**src/rtl/scsp_pkg.sv**
```systemverilog
// Shared types, constants and helper functions of the servo pulse sequencer.
`default_nettype none
package scsp_pkg;

  localparam int unsigned NUM_SERVOS       = 6;
  localparam int unsigned MAX_PACKET_CHARS = 9;

  localparam int unsigned TICK_W   = 16;
  localparam int unsigned BYTE_W   = 8;
  localparam int unsigned PINS_W   = 6;
  localparam int unsigned UPD_CH_W = 3;
  localparam int unsigned SLOT_W   = $clog2(NUM_SERVOS + 1);
  localparam int unsigned CH_W     = (NUM_SERVOS > 1) ? $clog2(NUM_SERVOS) : 1;
  localparam int unsigned COUNT_W  = $clog2(MAX_PACKET_CHARS + 1);
  localparam int unsigned USED_W   = TICK_W + $clog2(NUM_SERVOS + 1);

  localparam logic [TICK_W-1:0] SLOT_TICKS_RESET  = 16'd4500;
  localparam logic [TICK_W-1:0] FRAME_TICKS_RESET = 16'd40000;

  // configuration register indexes
  localparam int unsigned CFG_IDX_W = 2;
  localparam logic [CFG_IDX_W-1:0] REG_SLOT_TICKS  = 2'd0;
  localparam logic [CFG_IDX_W-1:0] REG_FRAME_TICKS = 2'd1;

  // command codes
  localparam logic CMD_TICK = 1'b0;
  localparam logic CMD_BYTE = 1'b1;

  // packet characters
  localparam logic [BYTE_W-1:0] CHAR_OPEN  = 8'h3C;  // '<'
  localparam logic [BYTE_W-1:0] CHAR_CLOSE = 8'h3E;  // '>'
  localparam logic [BYTE_W-1:0] CHAR_ZERO  = 8'h30;  // '0'
  localparam logic [BYTE_W-1:0] CHAR_NINE  = 8'h39;  // '9'
  localparam logic [BYTE_W-1:0] CHAR_ONE   = 8'h31;  // '1'
  localparam logic [BYTE_W-1:0] CHAR_LAST  = 8'(48 + NUM_SERVOS);

  typedef struct packed {
    logic              command;
    logic [BYTE_W-1:0] rx_byte;
  } in_item_t;

  typedef struct packed {
    logic [PINS_W-1:0]   servo_pins;
    logic                update_valid;
    logic [UPD_CH_W-1:0] update_channel;
    logic [TICK_W-1:0]   update_width;
  } out_item_t;

  // width store write request from the parser
  typedef struct packed {
    logic              en;
    logic [CH_W-1:0]   addr;
    logic [TICK_W-1:0] data;
  } width_wr_t;

  // frame position
  typedef struct packed {
    logic [SLOT_W-1:0] slot;
    logic [TICK_W-1:0] tick;
  } pos_t;

  function automatic logic [TICK_W-1:0] reset_width(input logic [CH_W-1:0] idx);
    logic [TICK_W-1:0] w;
    case (32'(idx))
      0:       w = 16'd3000;
      1:       w = 16'd1000;
      2:       w = 16'd4500;
      default: w = 16'd3000;
    endcase
    return w;
  endfunction

  // a slot length of zero acts as one
  function automatic logic [TICK_W-1:0] eff_slot(input logic [TICK_W-1:0] ticks);
    return (ticks == '0) ? TICK_W'(1) : ticks;
  endfunction

endpackage
`default_nettype wire

```
**src/rtl/serial_commanded_servo_pulse_sequencer_core.sv**
```systemverilog
// Top level of the six-channel servo pulse sequencer with serial command parser.
//
// Usage:
//   Input channel (in_valid_i/in_ready_o/in_item_i) carries one item per transfer:
//   command 0 is one timer tick, command 1 is one received serial byte.
//   Output channel (out_valid_o/out_ready_i/out_item_o) returns exactly one
//   result per input item, in order: pin levels plus an optional width update.
//   Config port (cfg_we_i/cfg_idx_i/cfg_data_i) writes slot_ticks (index 0)
//   or frame_ticks (index 1); other indexes are dropped. Write only when idle.
// Timing:
//   A transfer passes through stage s1 and the output register to out_valid_o.
//   Throughput is one item per cycle unless the output stalls: the width store
//   is a one-port-read memory read at the transfer edge, the pin decision is
//   made in the following cycle, and the result sits in an output register.
//   Parser and frame position update at the transfer edge; a store write from
//   the same edge is bypassed into the read.
// Reset: asynchronous, active low. Registers return to 4500/40000, the position
//   to slot one tick zero, the parser to idle; stored widths read their power-up
//   values through per-entry valid bits, so no clearing pass is needed.
// Stall: when out_ready_i is low with a result waiting, the pipeline holds and
//   in_ready_o drops once the middle stage is full.
`default_nettype none
module serial_commanded_servo_pulse_sequencer_core (
  input  wire logic                            clk_i,
  input  wire logic                            rst_ni,
  input  wire logic                            in_valid_i,
  output logic                                 in_ready_o,
  input  wire scsp_pkg::in_item_t              in_item_i,
  output logic                                 out_valid_o,
  input  wire logic                            out_ready_i,
  output scsp_pkg::out_item_t                  out_item_o,
  input  wire logic                            cfg_we_i,
  input  wire logic [scsp_pkg::CFG_IDX_W-1:0]  cfg_idx_i,
  input  wire logic [scsp_pkg::TICK_W-1:0]     cfg_data_i
);

  // configuration registers
  logic [scsp_pkg::TICK_W-1:0] slot_ticks_q, frame_ticks_q;

  always_ff @(posedge clk_i or negedge rst_ni) begin
    if (!rst_ni) begin
      slot_ticks_q  <= scsp_pkg::SLOT_TICKS_RESET;
      frame_ticks_q <= scsp_pkg::FRAME_TICKS_RESET;
    end else if (cfg_we_i) begin
      case (cfg_idx_i)
        scsp_pkg::REG_SLOT_TICKS:  slot_ticks_q  <= cfg_data_i;
        scsp_pkg::REG_FRAME_TICKS: frame_ticks_q <= cfg_data_i;
        default: ;
      endcase
    end
  end

  // handshake: middle stage (s1) and output register
  logic out_valid_q, s1_valid_q;
  logic out_free, s1_move, in_xfer;

  assign out_free   = !out_valid_q || out_ready_i;
  assign in_ready_o = !s1_valid_q || out_free;
  assign in_xfer    = in_valid_i && in_ready_o;
  assign s1_move    = s1_valid_q && out_free;

  // stage 0: parser, frame position, store read
  scsp_pkg::width_wr_t wr;
  scsp_pkg::pos_t      pos;
  logic [scsp_pkg::TICK_W-1:0] rd_data;

  scsp_parser u_parser (
    .clk_i     (clk_i),
    .rst_ni    (rst_ni),
    .step_i    (in_xfer && (in_item_i.command == scsp_pkg::CMD_BYTE)),
    .rx_byte_i (in_item_i.rx_byte),
    .wr_o      (wr)
  );

  scsp_frame_timer u_timer (
    .clk_i         (clk_i),
    .rst_ni        (rst_ni),
    .tick_i        (in_xfer && (in_item_i.command == scsp_pkg::CMD_TICK)),
    .slot_ticks_i  (slot_ticks_q),
    .frame_ticks_i (frame_ticks_q),
    .pos_o         (pos)
  );

  // read address is don't-care in the gap slot
  scsp_width_mem u_mem (
    .clk_i     (clk_i),
    .rst_ni    (rst_ni),
    .rd_en_i   (in_xfer),
    .rd_addr_i (pos.slot[scsp_pkg::CH_W-1:0]),
    .wr_i      (wr),
    .rd_data_o (rd_data)
  );

  // s1 payload
  logic                cmd_q;
  scsp_pkg::pos_t      pos_q;
  scsp_pkg::width_wr_t upd_q;

  always_ff @(posedge clk_i) begin
    if (in_xfer) begin
      cmd_q <= in_item_i.command;
      pos_q <= pos;
      upd_q <= wr;
    end
  end

  // stage 1: width latch and pin decision
  logic [scsp_pkg::TICK_W-1:0] latched_q, eff, fresh, w;
  logic                        in_servo;
  logic [15:0]                 onehot;
  scsp_pkg::out_item_t         res;

  assign eff      = scsp_pkg::eff_slot(slot_ticks_q);
  assign fresh    = (rd_data > eff) ? eff : rd_data;
  assign in_servo = pos_q.slot < scsp_pkg::SLOT_W'(scsp_pkg::NUM_SERVOS);
  assign w        = (pos_q.tick == '0) ? fresh : latched_q;
  assign onehot   = 16'd1 << pos_q.slot;

  always_comb begin
    res = '0;
    if (in_servo && (pos_q.tick < w)) begin
      res.servo_pins = onehot[scsp_pkg::PINS_W-1:0];
    end
    if (upd_q.en) begin
      res.update_valid   = 1'b1;
      res.update_channel = scsp_pkg::UPD_CH_W'(upd_q.addr);
      res.update_width   = upd_q.data;
    end
  end

  // only a tick at the start of a servo slot latches
  always_ff @(posedge clk_i or negedge rst_ni) begin
    if (!rst_ni) begin
      latched_q <= '0;
    end else if (s1_move && (cmd_q == scsp_pkg::CMD_TICK) && in_servo &&
                 (pos_q.tick == '0)) begin
      latched_q <= fresh;
    end
  end

  // valid bits
  always_ff @(posedge clk_i or negedge rst_ni) begin
    if (!rst_ni) begin
      s1_valid_q  <= 1'b0;
      out_valid_q <= 1'b0;
    end else begin
      if (in_xfer) begin
        s1_valid_q <= 1'b1;
      end else if (s1_move) begin
        s1_valid_q <= 1'b0;
      end
      if (s1_move) begin
        out_valid_q <= 1'b1;
      end else if (out_ready_i) begin
        out_valid_q <= 1'b0;
      end
    end
  end

  scsp_pkg::out_item_t out_q;

  always_ff @(posedge clk_i) begin
    if (s1_move) begin
      out_q <= res;
    end
  end

  assign out_valid_o = out_valid_q;
  assign out_item_o  = out_q;

endmodule
`default_nettype wire

```
**src/rtl/scsp_width_mem.sv**
```systemverilog
// Pulse width store: small synchronous memory with reset-value valid bits and write bypass.
`default_nettype none
module scsp_width_mem (
  input  wire logic                          clk_i,
  input  wire logic                          rst_ni,
  input  wire logic                          rd_en_i,
  input  wire logic [scsp_pkg::CH_W-1:0]     rd_addr_i,
  input  wire scsp_pkg::width_wr_t           wr_i,
  output logic      [scsp_pkg::TICK_W-1:0]   rd_data_o
);

  logic [scsp_pkg::TICK_W-1:0]   mem [scsp_pkg::NUM_SERVOS];
  logic [scsp_pkg::NUM_SERVOS-1:0] vld_q;
  logic [scsp_pkg::TICK_W-1:0]   rd_data_q;

  always_ff @(posedge clk_i or negedge rst_ni) begin
    if (!rst_ni) begin
      vld_q <= '0;
    end else if (wr_i.en) begin
      vld_q[wr_i.addr] <= 1'b1;
    end
  end

  always_ff @(posedge clk_i) begin
    if (wr_i.en) begin
      mem[wr_i.addr] <= wr_i.data;
    end
  end

  // read sees a same-cycle write
  always_ff @(posedge clk_i) begin
    if (rd_en_i) begin
      if (wr_i.en && (wr_i.addr == rd_addr_i)) begin
        rd_data_q <= wr_i.data;
      end else if (vld_q[rd_addr_i]) begin
        rd_data_q <= mem[rd_addr_i];
      end else begin
        rd_data_q <= scsp_pkg::reset_width(rd_addr_i);
      end
    end
  end

  assign rd_data_o = rd_data_q;

endmodule
`default_nettype wire

```
**src/rtl/scsp_parser.sv**
```systemverilog
// Serial packet parser: collects <Sn:value> packets and issues width store writes.
`default_nettype none
module scsp_parser (
  input  wire logic                          clk_i,
  input  wire logic                          rst_ni,
  input  wire logic                          step_i,
  input  wire logic [scsp_pkg::BYTE_W-1:0]   rx_byte_i,
  output scsp_pkg::width_wr_t                wr_o
);

  logic                             in_packet_q, in_packet_d;
  logic [scsp_pkg::COUNT_W-1:0]     count_q, count_d;
  logic [scsp_pkg::BYTE_W-1:0]      channel_q, channel_d;
  logic [scsp_pkg::TICK_W-1:0]      digits_q, digits_d;
  logic                             ended_q, ended_d;

  logic                             done;
  logic                             is_digit;
  logic [19:0]                      acc;
  logic [scsp_pkg::BYTE_W-1:0]      ch_off;

  assign is_digit = (rx_byte_i >= scsp_pkg::CHAR_ZERO) && (rx_byte_i <= scsp_pkg::CHAR_NINE);
  assign acc      = 20'(digits_q) * 20'd10 + 20'(rx_byte_i - scsp_pkg::CHAR_ZERO);

  always_comb begin
    in_packet_d = in_packet_q;
    count_d     = count_q;
    channel_d   = channel_q;
    digits_d    = digits_q;
    ended_d     = ended_q;
    done        = 1'b0;
    if (!in_packet_q) begin
      if (rx_byte_i == scsp_pkg::CHAR_OPEN) begin
        in_packet_d = 1'b1;
        count_d     = '0;
        channel_d   = '0;
        digits_d    = '0;
        ended_d     = 1'b0;
      end
    end else if (rx_byte_i == scsp_pkg::CHAR_CLOSE) begin
      done = 1'b1;
    end else begin
      if (count_q == scsp_pkg::COUNT_W'(1)) begin
        channel_d = rx_byte_i;
      end
      if ((count_q >= scsp_pkg::COUNT_W'(3)) && !ended_q) begin
        if (is_digit) begin
          digits_d = (acc > 20'd65535) ? '1 : acc[scsp_pkg::TICK_W-1:0];
        end else begin
          ended_d = 1'b1;
        end
      end
      count_d = count_q + scsp_pkg::COUNT_W'(1);
      done    = (count_d >= scsp_pkg::COUNT_W'(scsp_pkg::MAX_PACKET_CHARS));
    end
  end

  assign ch_off  = channel_d - scsp_pkg::CHAR_ONE;
  assign wr_o.en = step_i && in_packet_q && done && (count_d >= scsp_pkg::COUNT_W'(4)) &&
                   (channel_d >= scsp_pkg::CHAR_ONE) && (channel_d <= scsp_pkg::CHAR_LAST);
  assign wr_o.addr = ch_off[scsp_pkg::CH_W-1:0];
  assign wr_o.data = digits_d;

  always_ff @(posedge clk_i or negedge rst_ni) begin
    if (!rst_ni) begin
      in_packet_q <= 1'b0;
      count_q     <= '0;
      channel_q   <= '0;
      digits_q    <= '0;
      ended_q     <= 1'b0;
    end else if (step_i) begin
      if (done) begin
        in_packet_q <= 1'b0;
        count_q     <= '0;
        channel_q   <= '0;
        digits_q    <= '0;
        ended_q     <= 1'b0;
      end else begin
        in_packet_q <= in_packet_d;
        count_q     <= count_d;
        channel_q   <= channel_d;
        digits_q    <= digits_d;
        ended_q     <= ended_d;
      end
    end
  end

endmodule
`default_nettype wire

```
**src/rtl/scsp_frame_timer.sv**
```systemverilog
// Frame position counter: slot index and tick within slot, gap handling.
`default_nettype none
module scsp_frame_timer (
  input  wire logic                          clk_i,
  input  wire logic                          rst_ni,
  input  wire logic                          tick_i,
  input  wire logic [scsp_pkg::TICK_W-1:0]   slot_ticks_i,
  input  wire logic [scsp_pkg::TICK_W-1:0]   frame_ticks_i,
  output scsp_pkg::pos_t                     pos_o
);

  logic [scsp_pkg::SLOT_W-1:0]  slot_q, slot_d, slot_inc;
  logic [scsp_pkg::TICK_W-1:0]  tick_q, tick_d;
  logic [scsp_pkg::TICK_W-1:0]  eff, gap, len;
  logic [scsp_pkg::USED_W-1:0]  used;

  assign eff  = scsp_pkg::eff_slot(slot_ticks_i);
  assign used = scsp_pkg::USED_W'(eff) * scsp_pkg::USED_W'(scsp_pkg::NUM_SERVOS);
  assign gap  = (scsp_pkg::USED_W'(frame_ticks_i) > used) ?
                scsp_pkg::TICK_W'(scsp_pkg::USED_W'(frame_ticks_i) - used) : '0;
  assign len  = (slot_q < scsp_pkg::SLOT_W'(scsp_pkg::NUM_SERVOS)) ? eff : gap;
  assign slot_inc = slot_q + scsp_pkg::SLOT_W'(1);

  always_comb begin
    slot_d = slot_q;
    tick_d = tick_q + scsp_pkg::TICK_W'(1);
    if ({1'b0, tick_q} + 17'd1 >= {1'b0, len}) begin
      tick_d = '0;
      slot_d = slot_inc;
      if ((slot_inc == scsp_pkg::SLOT_W'(scsp_pkg::NUM_SERVOS)) && (gap == '0)) begin
        slot_d = '0;
      end else if (slot_inc > scsp_pkg::SLOT_W'(scsp_pkg::NUM_SERVOS)) begin
        slot_d = '0;
      end
    end
  end

  always_ff @(posedge clk_i or negedge rst_ni) begin
    if (!rst_ni) begin
      slot_q <= '0;
      tick_q <= '0;
    end else if (tick_i) begin
      slot_q <= slot_d;
      tick_q <= tick_d;
    end
  end

  assign pos_o.slot = slot_q;
  assign pos_o.tick = tick_q;

endmodule
`default_nettype wire

```
**config.mk**
```make
export PLATFORM = sky130hd
export DESIGN_NAME = serial_commanded_servo_pulse_sequencer_core
export DESIGN_NICKNAME = d
export VERILOG_FILES = /design/src/rtl/scsp_pkg.sv /design/src/rtl/serial_commanded_servo_pulse_sequencer_core.sv /design/src/rtl/scsp_width_mem.sv /design/src/rtl/scsp_parser.sv /design/src/rtl/scsp_frame_timer.sv
export SDC_FILE = /design/constraint.sdc
export NUM_CORES = 1
export LEC_CHECK = 0
export ABC_CLOCK_PERIOD_IN_PS = 8260
export BUFFER_PORTS_ARGS = -buffer_cell sky130_fd_sc_hd__buf_2
export CORE_AREA = 5 5 186 188
export CTS_CLUSTER_DIAMETER = 30
export CTS_CLUSTER_SIZE = 10
export DETAILED_ROUTE_END_ITERATION = 16
export DIE_AREA = 0 0 191 193
export GPL_TIMING_DRIVEN = 0
export PLACE_DENSITY = 0.71
export RECOVER_POWER = 25
export SETUP_SLACK_MARGIN = 0.2
export SLEW_MARGIN = 20
export SYNTH_ARGS = -nofsm -noshare
export SYNTH_HDL_FRONTEND = slang
export SYNTH_HIERARCHICAL = 1
export SYNTH_SLANG_ARGS = --single-unit
```
**constraint.sdc**
```tcl
create_clock -name clk_i -period 8.26 [get_ports clk_i]
set_input_delay 0 -clock clk_i [delete_from_list [all_inputs] [get_ports clk_i]]
set_output_delay 0 -clock clk_i [all_outputs]
set_load 0.01 [all_outputs]
```
---- Yosys cells after proc, flatten, opt, wreduce, memory -nomap -nowiden ----
Memories as Yosys holds them, arrays and structs flattened.
Index checks and enable logic that the tools add are counted.
word-level totals
  memories ................................ 1
  logic and storage cells ................. 151
  bits of input ports ..................... 32
  memory bits (writable) .................. 96
  register bits ........................... 187
  output and inout port bits .............. 28
operators by class
  $lt $le $gt $ge ......................... 18
  eq/ne operators ......................... 11
  shifts and indexed selects .............. 1
  $add $sub $neg .......................... 8
  bitwise operators ....................... 3
  reduce and logical (&&, ||, !) cells .... 34
  multipliers ............................. 2
  multiplexer cells ....................... 49
memories
  memory     words  width  rd ports  clocked after memory_dff  write ports  line                  RTL
  u_mem.mem  6      16     1         0                         1            scsp_width_mem.sv:12  logic [scsp_pkg::TICK_W-1:0] mem [scsp_pkg::NUM_SERVOS];
operator list
  cell                                                             count
  2-to-1 mux 16 bit                                                15
  logical NOT 16 bit                                               3
  2-to-1 mux 8 bit                                                 5
  one-hot mux 13 bit (2 select lines)                              1
  adder 20 bit                                                     1
  greater-than comparator 20 x 16 -> 1 bit, second input constant  1
  2-to-1 mux 20 bit                                                1
  greater-than comparator 16 x 19 -> 1 bit                         1
  multiplier 16 x 3 -> 19 bit, second input constant               1
  2-to-1 mux 1 bit                                                 19
  logical AND 1 bit                                                18
  multiplier 16 x 2 -> 18 bit, second input constant               1
  adder 16 x 1 -> 17 bit, second input constant                    1
  >= comparator 17 x 16 -> 1 bit                                   1
  adder 16 x 1 -> 16 bit, second input constant                    1
  == test 8 x 6 -> 1 bit, second input constant                    2
  >= comparator 8 x 6 -> 1 bit, second input constant              2
  greater-than comparator 16 bit                                   1
  <= comparator 8 x 6 -> 1 bit, second input constant              2
  less-than comparator 16 bit                                      1
  2-to-1 mux 4 bit                                                 4
  subtractor 16 bit                                                1
  inequality test 3 bit, second input constant                     3
  subtractor 8 x 6 -> 9 bit, second input constant                 1
  29 further kinds                                                 39

---- Longest topological paths before layout ----
  word-level depth ........................ 12
  gate-level depth with buffers ........... 33
  depth with buffers taken out ............ 32

---- By module ----
The synthesis kept the hierarchy.
modules (own cells, without submodules)
  module                                       area an instance (sq um)  cells an instance  times used  sequential area each (sq um)
  serial_commanded_servo_pulse_sequencer_core  5333.9                    370                1           3245.6
  scsp_width_mem                               4868.4                    276                1           3513.4
  scsp_parser                                  3991.3                    488                1           750.7
  scsp_frame_timer                             3435.8                    442                1           475.5

---- Worst setup path before layout ----
OpenSTA, ideal clock, no wires.
  path kind ............................... register -> register
  start point ............................. reg slot_ticks_q[2] (netlist bit)
  end point ............................... reg u_timer/slot_q[2] (netlist bit)
  path buffers ............................ 2
  clock period less this slack ............ 6.059 ns
  stages on the path, launching flop included .. 33
  data arrival time ....................... 5.972 ns
  library setup time ...................... 0.087 ns
  data required time ...................... 8.173 ns
  slack ................................... 2.201 ns
  cells stage by stage .................... dfstp_2 -> inv_1 -> ha_1 -> and4_1 -> nand4_1 -> clkbuf_1 -> and2_1 -> ha_1 -> o211a_1 -> o31ai_1 -> nand2_1 -> a31oi_1 -> o21ai_0 -> xnor2_1 -> ha_1 -> a21o_1 -> a21o_1 -> a21oi_1 -> o221ai_1 -> o211ai_1 -> a211oi_4 -> and2_1 -> buf_4 -> a22oi_1 -> ha_1 -> and4_1 -> nand4_1 -> o31ai_1 -> a31oi_1 -> o21ai_2 -> nand2_1 -> or4b_1 -> a22oi_1
between the ends
  cells in the longest elaborated chain, start to end .. 8
  elaborated cells on any way between the ends .. 12
  classes of those cells .................. add/sub: 1; mul: 1; order compare: 2; mux: 4; reduce/logical: 4
RTL lines
  item                                                                           line                                               RTL
  from (decl)                                                                    serial_commanded_servo_pulse_sequencer_core.sv:38  logic [scsp_pkg::TICK_W-1:0] slot_ticks_q, frame_ticks_q;
  from (signal assigned)                                                         serial_commanded_servo_pulse_sequencer_core.sv:42  slot_ticks_q <= scsp_pkg::SLOT_TICKS_RESET;
  from (signal assigned)                                                         serial_commanded_servo_pulse_sequencer_core.sv:46  scsp_pkg::REG_SLOT_TICKS: slot_ticks_q <= cfg_data_i;
  logical NOT 16 bit                                                             scsp_pkg.sv:75                                     return (ticks == '0) ? TICK_W'(1) : ticks;
  2-to-1 mux 16 bit (*)                                                          scsp_pkg.sv:75
  multiplier 16 x 2 -> 18 bit                                                    scsp_frame_timer.sv:18                             assign used = scsp_pkg::USED_W'(eff) * scsp_pkg::USED_W'(scsp_pkg::NUM_SERVOS);
  subtractor 16 bit or greater-than comparator 16 x 19 -> 1 bit (tied branches)  scsp_frame_timer.sv:20, scsp_frame_timer.sv:19
  2-to-1 mux 16 bit                                                              scsp_frame_timer.sv:19                             assign gap = (scsp_pkg::USED_W'(frame_ticks_i) > used) ?
  2-to-1 mux 16 bit or logical NOT 16 bit (tied branches)                        scsp_frame_timer.sv:21, scsp_frame_timer.sv:30
  >= comparator 17 x 16 -> 1 bit or logical AND 1 bit (tied branches)            scsp_frame_timer.sv:27, scsp_frame_timer.sv:30
  AND reduction 2 bit (no source line) or 2-to-1 mux 3 bit (tied branches)       -
  to (signal assigned)                                                           scsp_frame_timer.sv:43                             slot_q <= slot_d;
  to (decl)                                                                      scsp_frame_timer.sv:12                             logic [scsp_pkg::SLOT_W-1:0] slot_q, slot_d, slot_inc;
Every way passes the cells marked *; elsewhere a longest branch is shown, timed or not.
A chain may end at the register's enable or synchronous reset.

---- Worst setup path after layout ----
Ends and elaborated chain as after synthesis.

==> results.md <==
* Status: complete, but fails checks
* Violated checks: capacitance limit, slew limit
* Syn avg cell area at 11.2 sq um
* Max frequency at around 0.13 GHz
* I/O pin cnt at 60
* WP data required at just under 9 ns
* Top FF cell, synth: edfxtp_1
* Die Span X at 191 um
* Number of max-cap violations at 2
* Yosys warnings at 6
* CTS Sinks at 283
* Synthesized instance count at approximately 1600
* Cell repeated most along the worst path: ha_1
* Final-report hold violation count at 0
* Sum Neg Setup Slack at 0 ns
* WP depth at 32
* R2R depth at 32
* Synth top cells by count: edfxtp_1 (178), ha_1 (141), nand2_1 (128)
* First-pass GRT wire length at roughly 70000 um
* Asr flop ratio synth at between 30% and 40%
* Post-Place Worst Slack at about 0.76 ns
* Max-slew violations at 94
* Final Non-Filler Cells at ~2200
* Worst Hold Path Cells at 3
* Die area at approximately 37000 sq um
* Source of the worst hold timing path: cfg_idx_i[0]
* Most common cell in the netlist: edfxtp_1
* Vias/cell at about 6.0
* Synth area leader: edfxtp_1
* Net count after synthesis at between 1500 and 2000
* Die height at about 190 um
* Synthesis-to-finish area growth at 20.1%
* Fin nets at around 1900
* Post-Synthesis Cell Area at approximately 18000 sq um
* GRT Resource Usage Total at about 24%
* Post-DRT Antenna Nets at 0
* VDD IR-drop max at about 0.17 mV
* Arrival @ worst endpoint at about 8.2 ns
* Hpwl dp at 32300 um
* Drt wl/cell at about 20 um
* Gates resized, CTS repair at 0
* Bufs and invs on worst path at 3
* Total CTS buffers at between 50 and 60
* Root Driver: clkbuf_16
* Total wire length at ~45000 um
* Grt ovf at 0
* Clock Tree Buf Depth at 3
* Worst-Margin Slew at about 2.8 ns
* CP top delay family: compound AO/OA/AOI/OAI gates
* Synth Register Bits at 283
* Max-slew headroom at -87.3%
* Core ar. at 32900 sq um
* Starting DRC count in detailed routing at around 1200
* Initial antenna violation count at 0
* Crit Path Class: register to register
* PD cells at about 300 nW/um^2
* IO Port Bufs at between 50 and 60
* Site row count at 67
* RSZ-0062 raised after global routing: false
* Worst-case clock skew at ~0.038 ns
* Diodes inserted at 0
* CP max-delay cell: dfstp_2
* Initial Util at 53.5%
* Area contributors post-synth: edfxtp_1 (30%), dfrtp_1 (13%), ha_1 (10%)
* HP Class: primary input to register
* TritonCTS clock tree: yes
* CTS clk-pin slew, worst paths at approximately 0.050 ns
* EDFF count, synth at between 150 and 200
* Residual DRC at 0
* Critical Path Start: slot_ticks_q[2]
* Vias in the first global route at around 13000
* Share of cells above drive strength 1 at 18.5%
* First-pass DRT Iterations at 5
* Final setup viols at 0
* Distinct cells, synth at roughly 110
* Leakage at 8.98 nW
* Final worst path period need at slightly below 8 ns
* Flop2flop setup slack at between 0.5 and 0.6 ns
* Sequential share of the synthesized area at approximately 45%
* Clk_lat worst skew at 0.59 ns
* Hold_ws at 0.0266 ns
* Routability cong. at around 0.97
* CP Launch Type: register
* Cell total after placement at about 2100
* Worst path max stage delay at 0.63 ns
* CP Capture Type: register
* Via count at ~14000
* Fin crit share at 93.5%
* Largest net degree at the start of global routing at slightly below 60
* Synth top area share at a little over 30%
* Setup Buffers After CTS at 0
* Critical path peak fanout at 10
* Reg2Reg Launch Point: slot_ticks_q[2]
* H-tree Lvls at 2
* Setup ws final at 0.534 ns
## worst paths after layout
| path | end |
|---|---|
| max in group asynchronous | u_parser/digits_q[9] |
| max reg2reg | u_timer/slot_q[2] |
| min reg2reg | u_parser/channel_q[5] |
| min | frame_ticks_q[1] |
| min in group asynchronous | u_mem/vld_q[4] |
| max | u_timer/slot_q[2] |
## sequential cells by signal, indices dropped and copies added, names as in the netlist
register,flops
cmd_q,1
frame_ticks_q,16
latched_q,16
out_item_o,26
out_valid_o,1
pos_q,19
s1_valid_q,1
slot_ticks_q,16
u_mem/mem,96
u_mem/rd_data_o,16
u_mem/vld_q,6
u_parser/channel_q,8
u_parser/count_q,4
u_parser/digits_q,16
u_parser/ended_q,1
u_parser/in_packet_q,1
u_timer/slot_q,3
u_timer/tick_q,16
upd_q,20
## placed cells by master, fill, tap and decap left out, types with 19 or more instances in the layout
cell type      synthesis  layout
nor4_1                21      20
dfrtp_1               95      95
a21oi_1               72      72
clkbuf_16              0      59
dlygate4sd3_1          0      34
inv_1                 82      82
a21o_1                27      27
nand3_1               37      37
buf_2                 13      42
nor2_1                62      61
and2_1                40      34
mux2i_1               22      22
nor3_1                21      19
nand2_1              128     128
edfxtp_1             178     178
mux2_2                63      63
xor2_1                26      26
clkbuf_1              29      67
xnor2_1               44      44
ha_1                 141     141
o21ai_1               20      22
o21ai_0               93      91
nor2b_1               22      22
## stage by stage
step	power (W)	area [sq um]	util (%)
floorplan	0.00329	17600	-
finish	0.00654	21200	64.3
CTS	0.00654	21200	64.5
global placement	0.00374	18500	56.1
global route	0.00684	21200	64.3
detailed placement	0.00382	18600	56.5
## cells by family after synthesis
| group | Yosys count | share of synthesized area (%) |
|---|---|---|
| AOI/OAI and AO/OA | 386 | 15.3 |
| xor gates and xnor gates | 70 | 3.48 |
| adders and majority gates | 145 | 10.5 |
| buffers and inverters | 140 | 3.50 |
| DFF | 283 | 45.3 |
| muxes | 118 | 8.72 |
| and+or+nand+nor | 434 | 13.2 |
## worst register-to-register path: cells and delay by family, from the launching register on
family / cells / cell delay (ns)
simple gates: 9 / 2.24
xor+xnor: 1 / 0.18
fa+ha+maj: 4 / 1.20
compound gates: 15 / 2.69
buf+inv: 3 / 0.71
flops: 1 / 0.63
## power by group
group,internal (W),total [W],switching (W)
Combinational,0.000836,0.00203,0.00119
Clock,0.00186,0.00267,0.000806
Sequential,0.00169,0.00185,0.000160
Total,0.00438,0.00654,0.00216
## area by class of cell
type | count | area [sq um]
sequential | 283 | 7990
buffer | 56 | 302
timing repair buffer | 102 | 677
fill | 2510 | 11800
inverter | 84 | 315
clock inverter | 45 | 764
multi-input combinational | 1153 | 9060
tap | 448 | 561
clock buffer | 67 | 1520
## per-layer routing
layer  part of all wire (%)  GRT usage [%]
met3                    6.9           3.47
met2                     46           38.8
met5                      0              0
met4                    2.8           8.09
met1                     44           34.3
## timing repair
| action | 4_1_cts | 5_1_grt |
|---|---|---|
| hold buffers | 34 | 0 |
| setup endpoints to repair | 0 | 0 |
| endpoints found under the hold margin | 143 | 0 |
No activity file was read; power rests on OpenSTA's default activity.
